**src/hdl/transducer_shadow_correction_top_macros.svh**
```systemverilog
// Assertion macros used by the shadow correction top level.
`ifndef TRANSDUCER_SHADOW_CORRECTION_TOP_MACROS_SVH
`define TRANSDUCER_SHADOW_CORRECTION_TOP_MACROS_SVH

// Check that a condition holds at every clock edge out of reset.
`define TSC_ASSERT_ALWAYS(label, clk, rst_n, prop, msg) \
    label: assert property (@(posedge clk) disable iff (!rst_n) (prop)) else $error(msg);

// Check that a consequent holds in the same cycle as its antecedent.
`define TSC_ASSERT_IMPLY(label, clk, rst_n, ante, cons, msg) \
    label: assert property (@(posedge clk) disable iff (!rst_n) (ante) |-> (cons)) else $error(msg);

`endif

```
**src/hdl/tsc_pkg.sv**
```systemverilog
// Shared types, widths, latencies and tables of the shadow correction block.
package tsc_pkg;

    localparam int COMP_W       = 15;
    localparam int OUT_W        = 16;
    localparam int SQ_W         = 2 * COMP_W;
    localparam int RAD_W        = SQ_W + 32;
    localparam int ROOT_W       = 31;
    localparam int SQRT_STEPS   = 31;
    localparam int CORDIC_STEPS = 30;
    localparam int XY_W         = 34;
    localparam int Z_W          = 33;
    localparam int DIV_STEPS    = 16;
    localparam int SCALE_LAT    = DIV_STEPS + 4;
    localparam int LANE_LAT     = SQRT_STEPS + CORDIC_STEPS + SCALE_LAT;
    localparam int FRONT_LAT    = 3;
    localparam int TOTAL_LAT    = FRONT_LAT + LANE_LAT;
    localparam int NUM_LANES    = 3;

    localparam int FACTOR_W     = 16;
    localparam int ANGLE_W      = 15;
    localparam int CFG_DATA_W   = 16;

    localparam logic [FACTOR_W-1:0] FACTOR_LIMIT    = 16'd32768;
    localparam logic [ANGLE_W-1:0]  MAX_ANGLE_RESET = 15'd20016;
    localparam logic [FACTOR_W:0]   ONE_Q16         = 17'h10000;
    localparam logic [OUT_W-1:0]    SAT_POS         = 16'h7FFF;
    localparam logic [OUT_W-1:0]    SAT_NEG         = 16'h8000;

    // atan(2^-i) in Q0.30
    localparam logic [31:0] ATAN_Q30 [CORDIC_STEPS] = '{
        32'd843314857, 32'd497837829, 32'd263043837, 32'd133525159, 32'd67021687,
        32'd33543516,  32'd16775851,  32'd8388437,   32'd4194283,   32'd2097149,
        32'd1048576,   32'd524288,    32'd262144,    32'd131072,    32'd65536,
        32'd32768,     32'd16384,     32'd8192,      32'd4096,      32'd2048,
        32'd1024,      32'd512,       32'd256,       32'd128,       32'd64,
        32'd32,        32'd16,        32'd8,         32'd4,         32'd2
    };

    typedef enum logic {
        CFG_SHADOW_FACTOR = 1'b0,
        CFG_MAX_ANGLE     = 1'b1
    } t_cfg_idx;

    // Sideband that travels with each component down its lane
    typedef struct packed {
        logic                     pass;
        logic signed [COMP_W-1:0] comp;
    } t_lane_tag;

endpackage

```
**src/hdl/tsc_sqrt.sv**
```systemverilog
// Pipelined integer square root, one result bit per stage.
module tsc_sqrt (
    input  logic                        i_clk,
    input  logic                        i_rst_n,
    input  logic                        i_valid,
    input  logic [tsc_pkg::SQ_W-1:0]    i_rad,
    input  tsc_pkg::t_lane_tag          i_tag,
    output logic                        o_valid,
    output logic [tsc_pkg::ROOT_W-1:0]  o_root,
    output tsc_pkg::t_lane_tag          o_tag
);
    import tsc_pkg::*;

    logic             r_valid [SQRT_STEPS];
    logic [RAD_W-1:0] r_rem   [SQRT_STEPS];
    logic [RAD_W-1:0] r_root  [SQRT_STEPS];
    t_lane_tag        r_tag   [SQRT_STEPS];

    for (genvar s = 0; s < SQRT_STEPS; s++) begin : g_step
        localparam logic [RAD_W-1:0] BIT = RAD_W'(1) << (2 * (SQRT_STEPS - 1 - s));

        logic             src_valid;
        logic [RAD_W-1:0] src_rem;
        logic [RAD_W-1:0] src_root;
        t_lane_tag        src_tag;
        logic [RAD_W:0]   trial;
        logic [RAD_W-1:0] n_rem;
        logic [RAD_W-1:0] n_root;

        if (s == 0) begin : g_head
            assign src_valid = i_valid;
            assign src_rem   = {i_rad, {(RAD_W - SQ_W){1'b0}}};
            assign src_root  = '0;
            assign src_tag   = i_tag;
        end else begin : g_body
            assign src_valid = r_valid[s-1];
            assign src_rem   = r_rem[s-1];
            assign src_root  = r_root[s-1];
            assign src_tag   = r_tag[s-1];
        end

        // try the next root bit against the remainder
        always_comb begin
            trial = {1'b0, src_root} + {1'b0, BIT};
            if ({1'b0, src_rem} >= trial) begin
                n_rem  = src_rem - trial[RAD_W-1:0];
                n_root = (src_root >> 1) + BIT;
            end else begin
                n_rem  = src_rem;
                n_root = src_root >> 1;
            end
        end

        always_ff @(posedge i_clk) begin
            if (!i_rst_n) begin
                r_valid[s] <= 1'b0;
            end else begin
                r_valid[s] <= src_valid;
            end
        end

        always_ff @(posedge i_clk) begin
            r_rem[s]  <= n_rem;
            r_root[s] <= n_root;
            r_tag[s]  <= src_tag;
        end
    end

    assign o_valid = r_valid[SQRT_STEPS-1];
    assign o_root  = r_root[SQRT_STEPS-1][ROOT_W-1:0];
    assign o_tag   = r_tag[SQRT_STEPS-1];

endmodule

```
**config.mk**
```make
export PLATFORM = sky130hd
export DESIGN_NAME = tsc_sqrt
export DESIGN_NICKNAME = d
export VERILOG_FILES = /design/src/hdl/transducer_shadow_correction_top_macros.svh /design/src/hdl/tsc_pkg.sv /design/src/hdl/tsc_sqrt.sv
export SDC_FILE = /design/constraint.sdc
export NUM_CORES = 2
export LEC_CHECK = 0
export ABC_CLOCK_PERIOD_IN_PS = 8100
export BUFFER_PORTS_ARGS = -buffer_cell sky130_fd_sc_hd__buf_2
export CORE_UTILIZATION = 40
export DETAILED_ROUTE_END_ITERATION = 12
export PLACE_DENSITY_LB_ADDON = 0.15
export SLEW_MARGIN = 10
export SYNTH_ARGS = -nofsm -noshare
export SYNTH_HDL_FRONTEND = slang
export SYNTH_MEMORY_MAX_BITS = 65536
export SYNTH_SLANG_ARGS = --single-unit
```
**constraint.sdc**
```tcl
create_clock -name i_clk -period 8.1 [get_ports i_clk]
set_input_delay 0.81 -clock i_clk [delete_from_list [all_inputs] [get_ports i_clk]]
set_output_delay 0.81 -clock i_clk [all_outputs]
set_load 0.05 [all_outputs]
```
==> summary.md <==
| Metric | Value |
|---|---|
| Leakage | 0.0427 µW |
| CP arrival | 5500 ps |
| Global-route wire length before repair | 309 mm |
| Synth Area in Compound Gates | 12.8% |
| Most common cell on crit path | o21ai_0 |
| Status | finished, final reports clean |
| Met3 WL | 6.59 mm |
| Cell Pwr Density | 366 mW/mm² |
| Async S/R FF share, synth | 0% |
| Syn_area_per_cell | 9.90 µm² |
| Slew headroom | 17.1% |
| First DRT Iteration DRCs | 3053 |
| Max-slew violations | 0 |
| Top routing layer in use | met4 |
| Worst Path Buf+Inv | 1 |
| R2R depth | 11 |
| Cells after Synth | 8256 |
| Slowest CP cell | a2111oi_1 |
| Worst path cell trace | inv_1 -> ha_1 -> a211oi_1 -> o21bai_1 -> o21ai_0 -> a41oi_1 -> a2111oi_1 -> o21ai_0 -> or4b_2 -> nor4_1 -> xor2_1 |
| Syn. warnings | 0 |
| Slew @ Worst Pin | 1210 ps |
| Kind of critical path | reg2reg |
| Syn_nets | 8812 |
| Commonest cells after routing, fill and taps aside | 2148 x dfxtp_1, 650 x inv_1, 627 x nand2_1 |
| CTS max path bufs | 3 |
| Unique masters post-synth | 90 |
| FMAX | 0.211 GHz |
| Antenna violations before repair | 4 |
| Total core area | 0.203 mm² |
| I/O pins | 97 |
| Placed instance count | 10893 |
| Final Cell Area | 0.0937 mm² |
| Antenna-violating nets left | 0 |
| Final setup violation count | 0 |
| Synthesized cell area | 0.0818 mm² |
| Register area share after synthesis | 52.6% |
| Via count | 56735 |
| Yosys top cell area share | 52.6% |
| Adder-cell area share of the yosys netlist | 7.90% |
| Area share of xor/xnor cells in the synthesized design | 8.25% |
| Top cells by area, synth | dfxtp_1 53%, ha_1 7.5%, xnor2_1 4.2%, xor2_1 4.0%, inv_1 3.0% |
| Vias per std cell | 5.00 |
| Cell taking the most area after synthesis | dfxtp_1 |
| Share of layout cells above drive strength 1 | 7.42% |
| Worst Setup Start Kind | flop |
| # Max-Cap Violations | 0 |
| Final Util | 46.2% |
| Vias in the first global route | 56764 |
| Worst clock skew | 37.0 ps |
| CP top delay family | compound AO/OA/AOI/OAI gates |
| Mux cell area share after synthesis | 0.676% |
| Fin cells | 11358 |
| # Post-CTS Setup Buffers | 0 |
| Post-DR wirelength/cell | 17.1 µm |
| TritonRoute pass-1 iters | 6 |
| Global placer's final weighted congestion | 0.923 |
| Starting Density | 40.3% |
| WL met1 | 86.0 mm |
| Clock net sink count | 2148 |
| Post-cts resize count | 0 |
| Post-synth EDFFs | 0 |
| Die height | 454 µm |
| CTS clk-pin slew, worst paths | 60 ps |
| WP data required | 8870 ps |
| Die ar. | 0.206 mm² |
| Hold depth | 1 |
| Max VDD drop | 0.266 mV |
| GR Overflow Total | 0 |
| Synth Flop Type | dfxtp_1 |
| H-tree depth | 4 |
| TritonCTS clock tree | built |
| Largest net degree at the start of global routing | 63 |
| Critical path depth | 11 |
| Routed wl met2 | 95.5 mm |
| Drt total wl | 194 mm |
| Placed cell area | 0.0852 mm² |
| Inserted Clock Buffers | 221 |
| Crit-path max FO | 6 |
| Synth Register Bits | 2148 |
| Die width | 454 µm |
| Post-DP HPWL | 150 mm |
| Commonest non-fill, non-tap cell in the layout | dfxtp_1 |
| Clock Latency Late Sink | 860 ps |
| Fin nets | 9043 |
| Crit path largest cell delay | 900 ps |
| Final Hold Fails | 0 |
| Post-Route Setup TNS | 0 ps |
| Tot GR Track Use | 18.7% |
| Setup crit end kind | flop |
| Root buffer cell | clkbuf_16 |
| Main combinational cell family by area after synthesis | simple AND/OR/NAND/NOR gates |
| DRC | 0 |
| Period utilization | 58.4% |
| RSZ-0062 raised after global routing | no |
| Port Buffer Count | 96 |
| Synthesis-to-finish area growth | 14.6% |
| HP Class | in2reg |
| Row count | 165 |
| Final Critical Period | 4730 ps |
| Simple-gate share of the synthesized area | 14.0% |
| Fin Hold WS | 116 ps |
## layer usage
| layer | track usage [%] | vias to the layer above |
|---|---|---|
| li1 | - | 28867 |
| met1 | 22.7 | 26500 |
| met2 | 33.3 | 1016 |
| met3 | 2.68 | 352 |
| met4 | 7.20 | 0 |
| met5 | 0 | - |
## sequential cells by signal, indices dropped and copies added (netlist names)
register,cells
r_rem,1125
r_root,496
r_valid,31
r_tag,496
## cell usage after synthesis (12+ instances only)
master     count
dfxtp_1     2148
inv_1        650
nand2_1      627
nor2_1       524
ha_1         492
a21oi_1      477
o21ai_0      468
xnor2_1      395
xor2_1       375
nor3_1       228
a21o_1       198
nor4_1       135
nand3_1      128
clkbuf_1     127
nand2b_1      99
or3_1         84
o21a_1        82
nand4_1       75
or4_1         68
and2_1        61
o21bai_1      58
a211oi_1      55
nor2b_1       51
o31ai_1       48
a31oi_1       42
mux2_2        42
or2_2         40
and3_1        38
o211ai_1      33
a21boi_0      31
nand3b_1      26
a2111oi_0     24
nor3b_1       23
a211o_1       21
nor4b_1       20
nand4b_1      16
buf_1         15
fa_1          15
and4_1        13
a221oi_1      12
o31a_1        12
## cells by family (layout without fill, tap and decap cells)
| group | after synthesis | in the layout |
|---|---|---|
| buffers and inverters | 810 | 1236 |
| AOI/OAI and AO/OA | 1675 | 1675 |
| xor gates and xnor gates | 770 | 770 |
| muxes | 50 | 50 |
| adders and majority gates | 507 | 507 |
| DFF | 2148 | 2148 |
| other | 0 | 4 |
| and+or+nand+nor | 2296 | 2296 |
## per-stage QoR
stage                     total power [µW]  worst slack (ps)
after detailed placement             23500              3530
final                                34200              3370
after CTS                            34600              3470
after floorplan                      20800              4670
after global placement               23500              3550
after global routing                 36300              3250
## power by group
| part | internal [µW] | total, µW | leakage, µW | switching (µW) |
|---|---|---|---|---|
| clock network | 6540 | 10900 | 0.00394 | 4320 |
| registers | 12900 | 14900 | 0.0179 | 2030 |
| logic | 3690 | 8470 | 0.0209 | 4780 |
| total | 23100 | 34200 | 0.0427 | 11100 |
## cell type report
class / count / area [µm²]
Inverter: 651 / 2440
Antenna cell: 4 / 10.0
Timing Repair Buffer: 167 / 1120
Sequential cell: 2148 / 43000
Multi-Input combinational cell: 5298 / 35700
Clock buffer: 288 / 6250
Fill cell: 18785 / 109000
Clock inverter: 130 / 1780
Tap cell: 2672 / 3340
## timing repair
item / CTS / global route
endpoints found under the setup margin: 0 / 0
hold endpoints to repair: 43 / 0
hold buffers: 43 / 0
## worst paths after layout
check | from | to | slack [ps]
worst max-delay path | r_root[1][569] | r_rem[1][679] | 3370
worst min-delay path | i_tag[13] | r_tag[0][13] | 120
worst max register to register | r_root[1][569] | r_rem[1][679] | 3370
worst min register to register | r_tag[2][58] | r_tag[3][10] | 320
No activity file was read; power rests on OpenSTA's default activity.
