<file path="config.mk">
export PLATFORM = sky130hd
export DESIGN_NAME = tsc_scale
export DESIGN_NICKNAME = d
export VERILOG_FILES = /design/src/hdl/transducer_shadow_correction_top_macros.svh /design/src/hdl/tsc_pkg.sv /design/src/hdl/tsc_scale.sv
export SDC_FILE = /design/constraint.sdc
export NUM_CORES = 2
export LEC_CHECK = 0
export BUFFER_PORTS_ARGS = -buffer_cell sky130_fd_sc_hd__buf_2
export CAP_MARGIN = 20
export CORE_MARGIN = 8
export CORE_UTILIZATION = 64
export CTS_CLUSTER_SIZE = 16
export DETAILED_ROUTE_END_ITERATION = 12
export PLACE_DENSITY = 0.81
export SETUP_SLACK_MARGIN = 0.5
export SYNTH_ARGS = -nofsm -noshare
export SYNTH_HDL_FRONTEND = slang
export SYNTH_SLANG_ARGS = --single-unit
</file>
<file path="constraint.sdc">
create_clock -name i_clk -period 10.57 [get_ports i_clk]
set_clock_uncertainty 0.05 [all_clocks]
set_input_delay 0 -clock i_clk [delete_from_list [all_inputs] [get_ports i_clk]]
set_output_delay 0 -clock i_clk [all_outputs]
set_load 0.05 [all_outputs]
</file>
<file path="src/hdl/transducer_shadow_correction_top_macros.svh">
// Assertion macros used by the shadow correction top level.
`ifndef TRANSDUCER_SHADOW_CORRECTION_TOP_MACROS_SVH
`define TRANSDUCER_SHADOW_CORRECTION_TOP_MACROS_SVH

// Check that a condition holds at every clock edge out of reset.
`define TSC_ASSERT_ALWAYS(label, clk, rst_n, prop, msg) \
    label: assert property (@(posedge clk) disable iff (!rst_n) (prop)) else $error(msg);

// Check that a consequent holds in the same cycle as its antecedent.
`define TSC_ASSERT_IMPLY(label, clk, rst_n, ante, cons, msg) \
    label: assert property (@(posedge clk) disable iff (!rst_n) (ante) |-> (cons)) else $error(msg);

`endif

</file>
<file path="src/hdl/tsc_pkg.sv">
// Shared types, widths, latencies and tables of the shadow correction block.
package tsc_pkg;

    localparam int COMP_W       = 15;
    localparam int OUT_W        = 16;
    localparam int SQ_W         = 2 * COMP_W;
    localparam int RAD_W        = SQ_W + 32;
    localparam int ROOT_W       = 31;
    localparam int SQRT_STEPS   = 31;
    localparam int CORDIC_STEPS = 30;
    localparam int XY_W         = 34;
    localparam int Z_W          = 33;
    localparam int DIV_STEPS    = 16;
    localparam int SCALE_LAT    = DIV_STEPS + 4;
    localparam int LANE_LAT     = SQRT_STEPS + CORDIC_STEPS + SCALE_LAT;
    localparam int FRONT_LAT    = 3;
    localparam int TOTAL_LAT    = FRONT_LAT + LANE_LAT;
    localparam int NUM_LANES    = 3;

    localparam int FACTOR_W     = 16;
    localparam int ANGLE_W      = 15;
    localparam int CFG_DATA_W   = 16;

    localparam logic [FACTOR_W-1:0] FACTOR_LIMIT    = 16'd32768;
    localparam logic [ANGLE_W-1:0]  MAX_ANGLE_RESET = 15'd20016;
    localparam logic [FACTOR_W:0]   ONE_Q16         = 17'h10000;
    localparam logic [OUT_W-1:0]    SAT_POS         = 16'h7FFF;
    localparam logic [OUT_W-1:0]    SAT_NEG         = 16'h8000;

    // atan(2^-i) in Q0.30
    localparam logic [31:0] ATAN_Q30 [CORDIC_STEPS] = '{
        32'd843314857, 32'd497837829, 32'd263043837, 32'd133525159, 32'd67021687,
        32'd33543516,  32'd16775851,  32'd8388437,   32'd4194283,   32'd2097149,
        32'd1048576,   32'd524288,    32'd262144,    32'd131072,    32'd65536,
        32'd32768,     32'd16384,     32'd8192,      32'd4096,      32'd2048,
        32'd1024,      32'd512,       32'd256,       32'd128,       32'd64,
        32'd32,        32'd16,        32'd8,         32'd4,         32'd2
    };

    typedef enum logic {
        CFG_SHADOW_FACTOR = 1'b0,
        CFG_MAX_ANGLE     = 1'b1
    } t_cfg_idx;

    // Sideband that travels with each component down its lane
    typedef struct packed {
        logic                     pass;
        logic signed [COMP_W-1:0] comp;
    } t_lane_tag;

endpackage

</file>
<file path="src/hdl/tsc_scale.sv">
// Angle rounding, divisor build, pipelined restoring divide and saturation.
module tsc_scale #(
    parameter int ANGLE_FRAC_BITS = 14
) (
    input  logic                             i_clk,
    input  logic                             i_rst_n,
    input  logic                             i_valid,
    input  logic signed [tsc_pkg::Z_W-1:0]   i_z,
    input  tsc_pkg::t_lane_tag               i_tag,
    input  logic [tsc_pkg::FACTOR_W-1:0]     i_factor,
    input  logic [tsc_pkg::ANGLE_W-1:0]      i_max_angle,
    output logic                             o_valid,
    output logic signed [tsc_pkg::OUT_W-1:0] o_out
);
    import tsc_pkg::*;

    localparam int TH_W  = ANGLE_FRAC_BITS + 1;
    localparam int CW    = ANGLE_FRAC_BITS + 5;
    localparam int P1_W  = CW + 17;
    localparam int P2_W  = CW + 16;
    localparam int P3_W  = CW + COMP_W;
    localparam int DW    = CW + 18;
    localparam int DEN_W = DW + 1;
    localparam int RW    = CW + 34;

    // ---- stage A: round the angle, compare against the limit
    logic [Z_W-2:0]    zc;
    logic [Z_W-1:0]    zr;
    logic [TH_W-1:0]   theta;
    logic [CW-1:0]     t_val;
    logic [CW-1:0]     m_val;
    logic [COMP_W-1:0] mag;
    logic [FACTOR_W-1:0] fclamp;

    logic                r_a_valid;
    logic [CW-1:0]       r_a_t;
    logic [CW-1:0]       r_a_m;
    logic [COMP_W-1:0]   r_a_mag;
    logic [FACTOR_W-1:0] r_a_f;
    t_lane_tag           r_a_tag;

    always_comb begin
        zc     = i_z[Z_W-1] ? '0 : i_z[Z_W-2:0];
        zr     = {1'b0, zc} + (Z_W'(1) << (29 - ANGLE_FRAC_BITS));
        theta  = zr[(30 - ANGLE_FRAC_BITS) +: TH_W];
        t_val  = {theta, 4'b0};
        m_val  = CW'(i_max_angle) << (ANGLE_FRAC_BITS - 10);
        mag    = i_tag.comp[COMP_W-1] ? (~i_tag.comp + 1'b1) : i_tag.comp;
        fclamp = (i_factor > FACTOR_LIMIT) ? FACTOR_LIMIT : i_factor;
    end

    always_ff @(posedge i_clk) begin
        if (!i_rst_n) begin
            r_a_valid <= 1'b0;
        end else begin
            r_a_valid <= i_valid;
        end
    end

    always_ff @(posedge i_clk) begin
        r_a_t        <= t_val;
        r_a_m        <= m_val;
        r_a_mag      <= mag;
        r_a_f        <= fclamp;
        r_a_tag.comp <= i_tag.comp;
        r_a_tag.pass <= i_tag.pass || (t_val > m_val) || (m_val == '0);
    end

    // ---- stage B: partial products
    logic [FACTOR_W:0] gain;
    logic [P1_W-1:0]   n_p1;
    logic [P2_W-1:0]   n_p2;
    logic [P3_W-1:0]   n_p3;

    logic              r_b_valid;
    logic [P1_W-1:0]   r_b_p1;
    logic [P2_W-1:0]   r_b_p2;
    logic [P3_W-1:0]   r_b_p3;
    t_lane_tag         r_b_tag;

    always_comb begin
        gain = ONE_Q16 - {1'b0, r_a_f};
        n_p1 = gain * r_a_m;
        n_p2 = r_a_f * r_a_t;
        n_p3 = r_a_mag * r_a_m;
    end

    always_ff @(posedge i_clk) begin
        if (!i_rst_n) begin
            r_b_valid <= 1'b0;
        end else begin
            r_b_valid <= r_a_valid;
        end
    end

    always_ff @(posedge i_clk) begin
        r_b_p1  <= n_p1;
        r_b_p2  <= n_p2;
        r_b_p3  <= n_p3;
        r_b_tag <= r_a_tag;
    end

    // ---- stage C: rounded numerator and doubled divisor
    logic [DW-1:0] dsum;

    logic             r_c_valid;
    logic [RW-1:0]    r_c_num;
    logic [DEN_W-1:0] r_c_den;
    t_lane_tag        r_c_tag;

    assign dsum = DW'(r_b_p1) + DW'(r_b_p2);

    always_ff @(posedge i_clk) begin
        if (!i_rst_n) begin
            r_c_valid <= 1'b0;
        end else begin
            r_c_valid <= r_b_valid;
        end
    end

    always_ff @(posedge i_clk) begin
        r_c_num <= (RW'(r_b_p3) << 17) + RW'(dsum);
        r_c_den <= {dsum, 1'b0};
        r_c_tag <= r_b_tag;
    end

    // ---- restoring divide, one quotient bit per stage
    logic                 r_d_valid [DIV_STEPS];
    logic [RW-1:0]        r_d_rem   [DIV_STEPS];
    logic [DEN_W-1:0]     r_d_den   [DIV_STEPS];
    logic [DIV_STEPS-1:0] r_d_q     [DIV_STEPS];
    t_lane_tag            r_d_tag   [DIV_STEPS];

    for (genvar s = 0; s < DIV_STEPS; s++) begin : g_div
        localparam int SH = DIV_STEPS - 1 - s;

        logic                 src_valid;
        logic [RW-1:0]        src_rem;
        logic [DEN_W-1:0]     src_den;
        logic [DIV_STEPS-1:0] src_q;
        t_lane_tag            src_tag;
        logic [RW-1:0]        sub;
        logic [RW-1:0]        n_rem;
        logic [DIV_STEPS-1:0] n_q;

        if (s == 0) begin : g_head
            assign src_valid = r_c_valid;
            assign src_rem   = r_c_num;
            assign src_den   = r_c_den;
            assign src_q     = '0;
            assign src_tag   = r_c_tag;
        end else begin : g_body
            assign src_valid = r_d_valid[s-1];
            assign src_rem   = r_d_rem[s-1];
            assign src_den   = r_d_den[s-1];
            assign src_q     = r_d_q[s-1];
            assign src_tag   = r_d_tag[s-1];
        end

        // subtract the shifted divisor where it fits
        always_comb begin
            sub = RW'(src_den) << SH;
            if (src_rem >= sub) begin
                n_rem = src_rem - sub;
                n_q   = src_q | (DIV_STEPS'(1) << SH);
            end else begin
                n_rem = src_rem;
                n_q   = src_q;
            end
        end

        always_ff @(posedge i_clk) begin
            if (!i_rst_n) begin
                r_d_valid[s] <= 1'b0;
            end else begin
                r_d_valid[s] <= src_valid;
            end
        end

        always_ff @(posedge i_clk) begin
            r_d_rem[s] <= n_rem;
            r_d_den[s] <= src_den;
            r_d_q[s]   <= n_q;
            r_d_tag[s] <= src_tag;
        end
    end

    // ---- stage E: sign and saturate, or pass the component
    logic [DIV_STEPS-1:0] quo;
    t_lane_tag            e_tag;
    logic [OUT_W-1:0]     n_out;

    logic                 r_e_valid;
    logic [OUT_W-1:0]     r_e_out;

    assign quo   = r_d_q[DIV_STEPS-1];
    assign e_tag = r_d_tag[DIV_STEPS-1];

    always_comb begin
        if (e_tag.pass) begin
            n_out = {e_tag.comp[COMP_W-1], e_tag.comp};
        end else if (e_tag.comp[COMP_W-1]) begin
            n_out = (quo > SAT_NEG) ? SAT_NEG : (~quo + 1'b1);
        end else begin
            n_out = (quo > SAT_POS) ? SAT_POS : quo;
        end
    end

    always_ff @(posedge i_clk) begin
        if (!i_rst_n) begin
            r_e_valid <= 1'b0;
        end else begin
            r_e_valid <= r_d_valid[DIV_STEPS-1];
        end
    end

    always_ff @(posedge i_clk) begin
        r_e_out <= n_out;
    end

    assign o_valid = r_e_valid;
    assign o_out   = r_e_out;

endmodule

</file>
==> parameters.txt <==
Parameter                              Value

Yosys
  Number of synthesized flops with an enable pin ... 0
  Yosys cell types ... 86
  Portion of the post-synthesis area used by sequential elements ... 0.363
  Top cells by area in the synthesized netlist ... dfxtp_1 (36%), fa_1 (11%), ha_1 (11%)
  Cell area after synthesis ... 98,600 µm²
  Share of Yosys cell area claimed by the top area cell type ... 0.363
  Leading area contributor after synthesis ... dfxtp_1
  Post-synthesis register bit count ... between 1,500 and 2,000
  Async set-reset flop share out of synthesis ... 0
  Primary flip-flop cell chosen by synthesis mapping ... dfxtp_1
  Count of mapped cells out of synthesis ... 10,600
  Post-Synthesis Net Count ... 12,100
  Mean post-synth cell area ... 9.32 µm²
  Synth Warn # ... 0

Worst setup path
  Most numerous cell on the critical path ... fa_1
  Critical path class ... reg2reg
  Top fanout value on the critical path ... 20
  Path depth of the worst reg2reg path ... 28
  Highest-delay cell along the critical path ... or4_1
  CP Capture Type ... flip-flop
  Startpoint type of the worst setup path ... flip-flop
  Minimum setup slack among reg-to-reg paths ... about 2000 ps
  CP required ... 11,280 ps
  Largest stage delay on the critical path ... between 600 and 700 ps
  Worst reg2reg path startpoint ... r_a_f[6]
  FF-to-FF End ... r_b_p1[29]
  Worst endpoint data arrival time ... 9240 ps

Route
  Total vias in the final route ... 74,200
  Count of TritonRoute iterations in the first routing pass ... 6
  Violation count after the first detailed-route iteration ... between 4,000 and 5,000
  Mean routed wirelength per cell ... 18.3 µm
  Vias per inst ... between 5 and 6
  DRC errors left ... 0
  Final routed wirelength across all metal layers ... 237 mm
  Count of antenna-violating nets left after detailed routing ... 0

Finish
  Most frequent cells in the layout ... dfxtp_1 (1,788), inv_1 (1,275), nand2_1 (940)
  Layout net count ... 12,300
  Ratio of cells with drive above 1 in the final layout ... 0.0544
  Area growth from synthesis to final layout ... 10.6%
  Most common cell after layout, fill and taps aside ... dfxtp_1

Global routing
  Wire length of the first global-routing pass ... approximately 380 mm
  Overall Global Routing Usage ... 0.275
  Antenna violations before repair ... 6
  Grt total ovfl ... 0
  Vias in the first global route ... roughly 77,000
  Largest net degree at the start of global routing ... 69

Floorplan
  Initial standard-cell utilization of the core ... 0.642
  Horizontal die dimension ... 408 µm
  Vertical die dimension ... 408 µm
  Placeable core region ... ~150,000 µm²
  Number of ports placed on the die boundary ... 100
  Count of standard-cell rows ... ~140
  Die outline area ... roughly 170,000 µm²

Clock network
  Worst skew pair latency ... 840 ps
  CTS root buffer ... clkbuf_16
  Max Root-Sink Buffers ... 3
  Number of sinks handled by clock tree synthesis ... around 1,800
  Resize count post-CTS ... 0
  Clock slew at the register clock pins of the worst setup and hold paths ... 70 ps
  CTS tree ... yes
  Total CTS buffers ... 179
  CTS H-Tree Depth ... 4

STA
  Final Hold Vio Count ... 0
  Clock period minus worst slack ... 8530 ps
  Setup-violating endpoint count in the final report ... 0
  Measured slew at the worst slew-check pin ... 1080 ps
  Final Cycle Share ... 0.807
  Slew HR ... 0.275
  RSZ-0062 raised after global routing ... false
  Setup tns final ... 0 ps
  Number of slew-limit violations in the final report ... 0
  Fmax ... 117 MHz

Worst hold path
  Hold worst-path end ... r_d_valid[4]
  Worst hold path class ... in2reg
  Worst Hold Launch ... i_rst_n
  Number of instances on the worst hold path ... 3

Placed design
  Final weighted congestion in routability-driven placement ... 0.987
  Port Buffer Count ... 83
  HPWL after detailed placement ... 180 mm

Run
  Max-cap viol count ... 0

Status
  Result of the run ... finished clean
metrics by stage:
stage / instance area [µm²] / hold WS [ps] / utilization / worst slack, ps / cells
floorplan: 98600 / -22.3 / - / 3060 / 10600
global placement: 101000 / 83.6 / 0.657 / 1950 / 12500
detailed placement: 101000 / 86.7 / 0.657 / 1840 / 12500
CTS: 109000 / 19.8 / 0.709 / 1840 / 13000
global route: 109000 / 91.0 / 0.710 / 1730 / 13000
finish: 109000 / 89.8 / 0.710 / 2040 / 13000
synthesized netlist by cell type (16+ instances only):
cell type,number
dfxtp_1,1788
inv_1,1275
nand2_1,941
ha_1,877
a21oi_1,690
fa_1,557
o21ai_0,541
nor2_1,504
xnor2_1,406
and2_1,403
a21o_1,328
xor2_1,285
clkbuf_1,247
nor2b_1,132
nand3_1,127
nand2b_1,119
nor3_1,116
nand4_1,112
o21a_1,110
mux2_2,87
nor4_1,70
o21bai_1,70
a31oi_1,63
a211oi_1,59
and3_1,59
o31ai_1,54
or3_1,50
and4_1,29
o211ai_1,29
o31a_1,29
buf_1,25
buf_2,25
nand3b_1,22
or2_2,22
nor4b_1,21
a2111oi_0,20
a211o_1,18
nor3b_1,18
a21boi_0,16
a41oi_1,16
kinds of logic (layout without fill, tap and decap cells):
group           count (synthesis)  after routing  synth area share
compound gates               2212           2212             0.140
xor+xnor                      691            691            0.0614
fa+ha+maj                    1434           1434             0.224
buf+inv                      1576           1911            0.0603
flops                        1788           1788             0.363
mux                            98             98            0.0111
other cells                     0              2                 0
simple gates                 2784           2784             0.140
state kept, by name, summed over array words and instances, names as in the netlist, 14 cells and up:
name	cells
r_d_rem	700
r_d_den	395
r_d_tag	256
r_d_q	136
g_div.src_den	33
r_b_p1	32
g_div.src_rem	31
r_b_p2	31
r_b_p3	30
g_div.src_tag	16
o_out	16
r_a_f	16
r_a_tag	16
r_b_tag	16
r_d_valid	16
r_a_m	15
r_a_t	15
r_a_mag	14
worst max-delay path, delay by kind of cell (launching register included):
family,cells,cell delay (ps)
fa+ha+maj,7,3420
flops,1,590
simple gates,5,1610
compound gates,9,1960
buf+inv,5,460
xor+xnor,2,340
routing by layer:
| metal | GRT usage | vias to the layer above | wire length, µm |
|---|---|---|---|
| li1 | - | 35700 | - |
| met1 | 0.275 | 35400 | 85000 |
| met2 | 0.532 | 2282 | 126000 |
| met3 | 0.0425 | 795 | 10900 |
| met4 | 0.160 | 0 | 15100 |
| met5 | 0 | - | 0 |
how the worst max path moves through the flow:
stage	from	endpoint	slack, ps	cells after the start
after floorplan	r_a_f[7]	r_b_p1[29]	3060	29
after global routing	r_a_f[7]	r_b_p1[29]	1730	28
after global placement	r_a_f[1]	r_b_p1[34]	1950	28
after detailed placement	r_a_f[2]	r_b_p1[34]	1840	27
final	r_a_f[6]	r_b_p1[29]	2040	28
after CTS	r_a_f[2]	r_b_p1[34]	1840	27
what timing repair did:
| action | 4_1_cts | 5_1_grt |
|---|---|---|
| buffers inserted | 0 | 0 |
| hold endpoints to repair | 96 | 0 |
| hold buffers | 163 | 0 |
layout make-up:
type	instances	area, µm²
Antenna cell	2	5.00
Inverter	1278	4800
Clock inverter	84	1330
Tap cell	2044	2560
Clock buffer	246	5080
Fill cell	11300	44500
Timing Repair Buffer	303	2480
Sequential cell	1788	35800
Multi-Input combinational cell	7219	57000
Power is not shown: default switching activity piles up to over one toggle a cycle in this logic, so the estimate is an artifact.
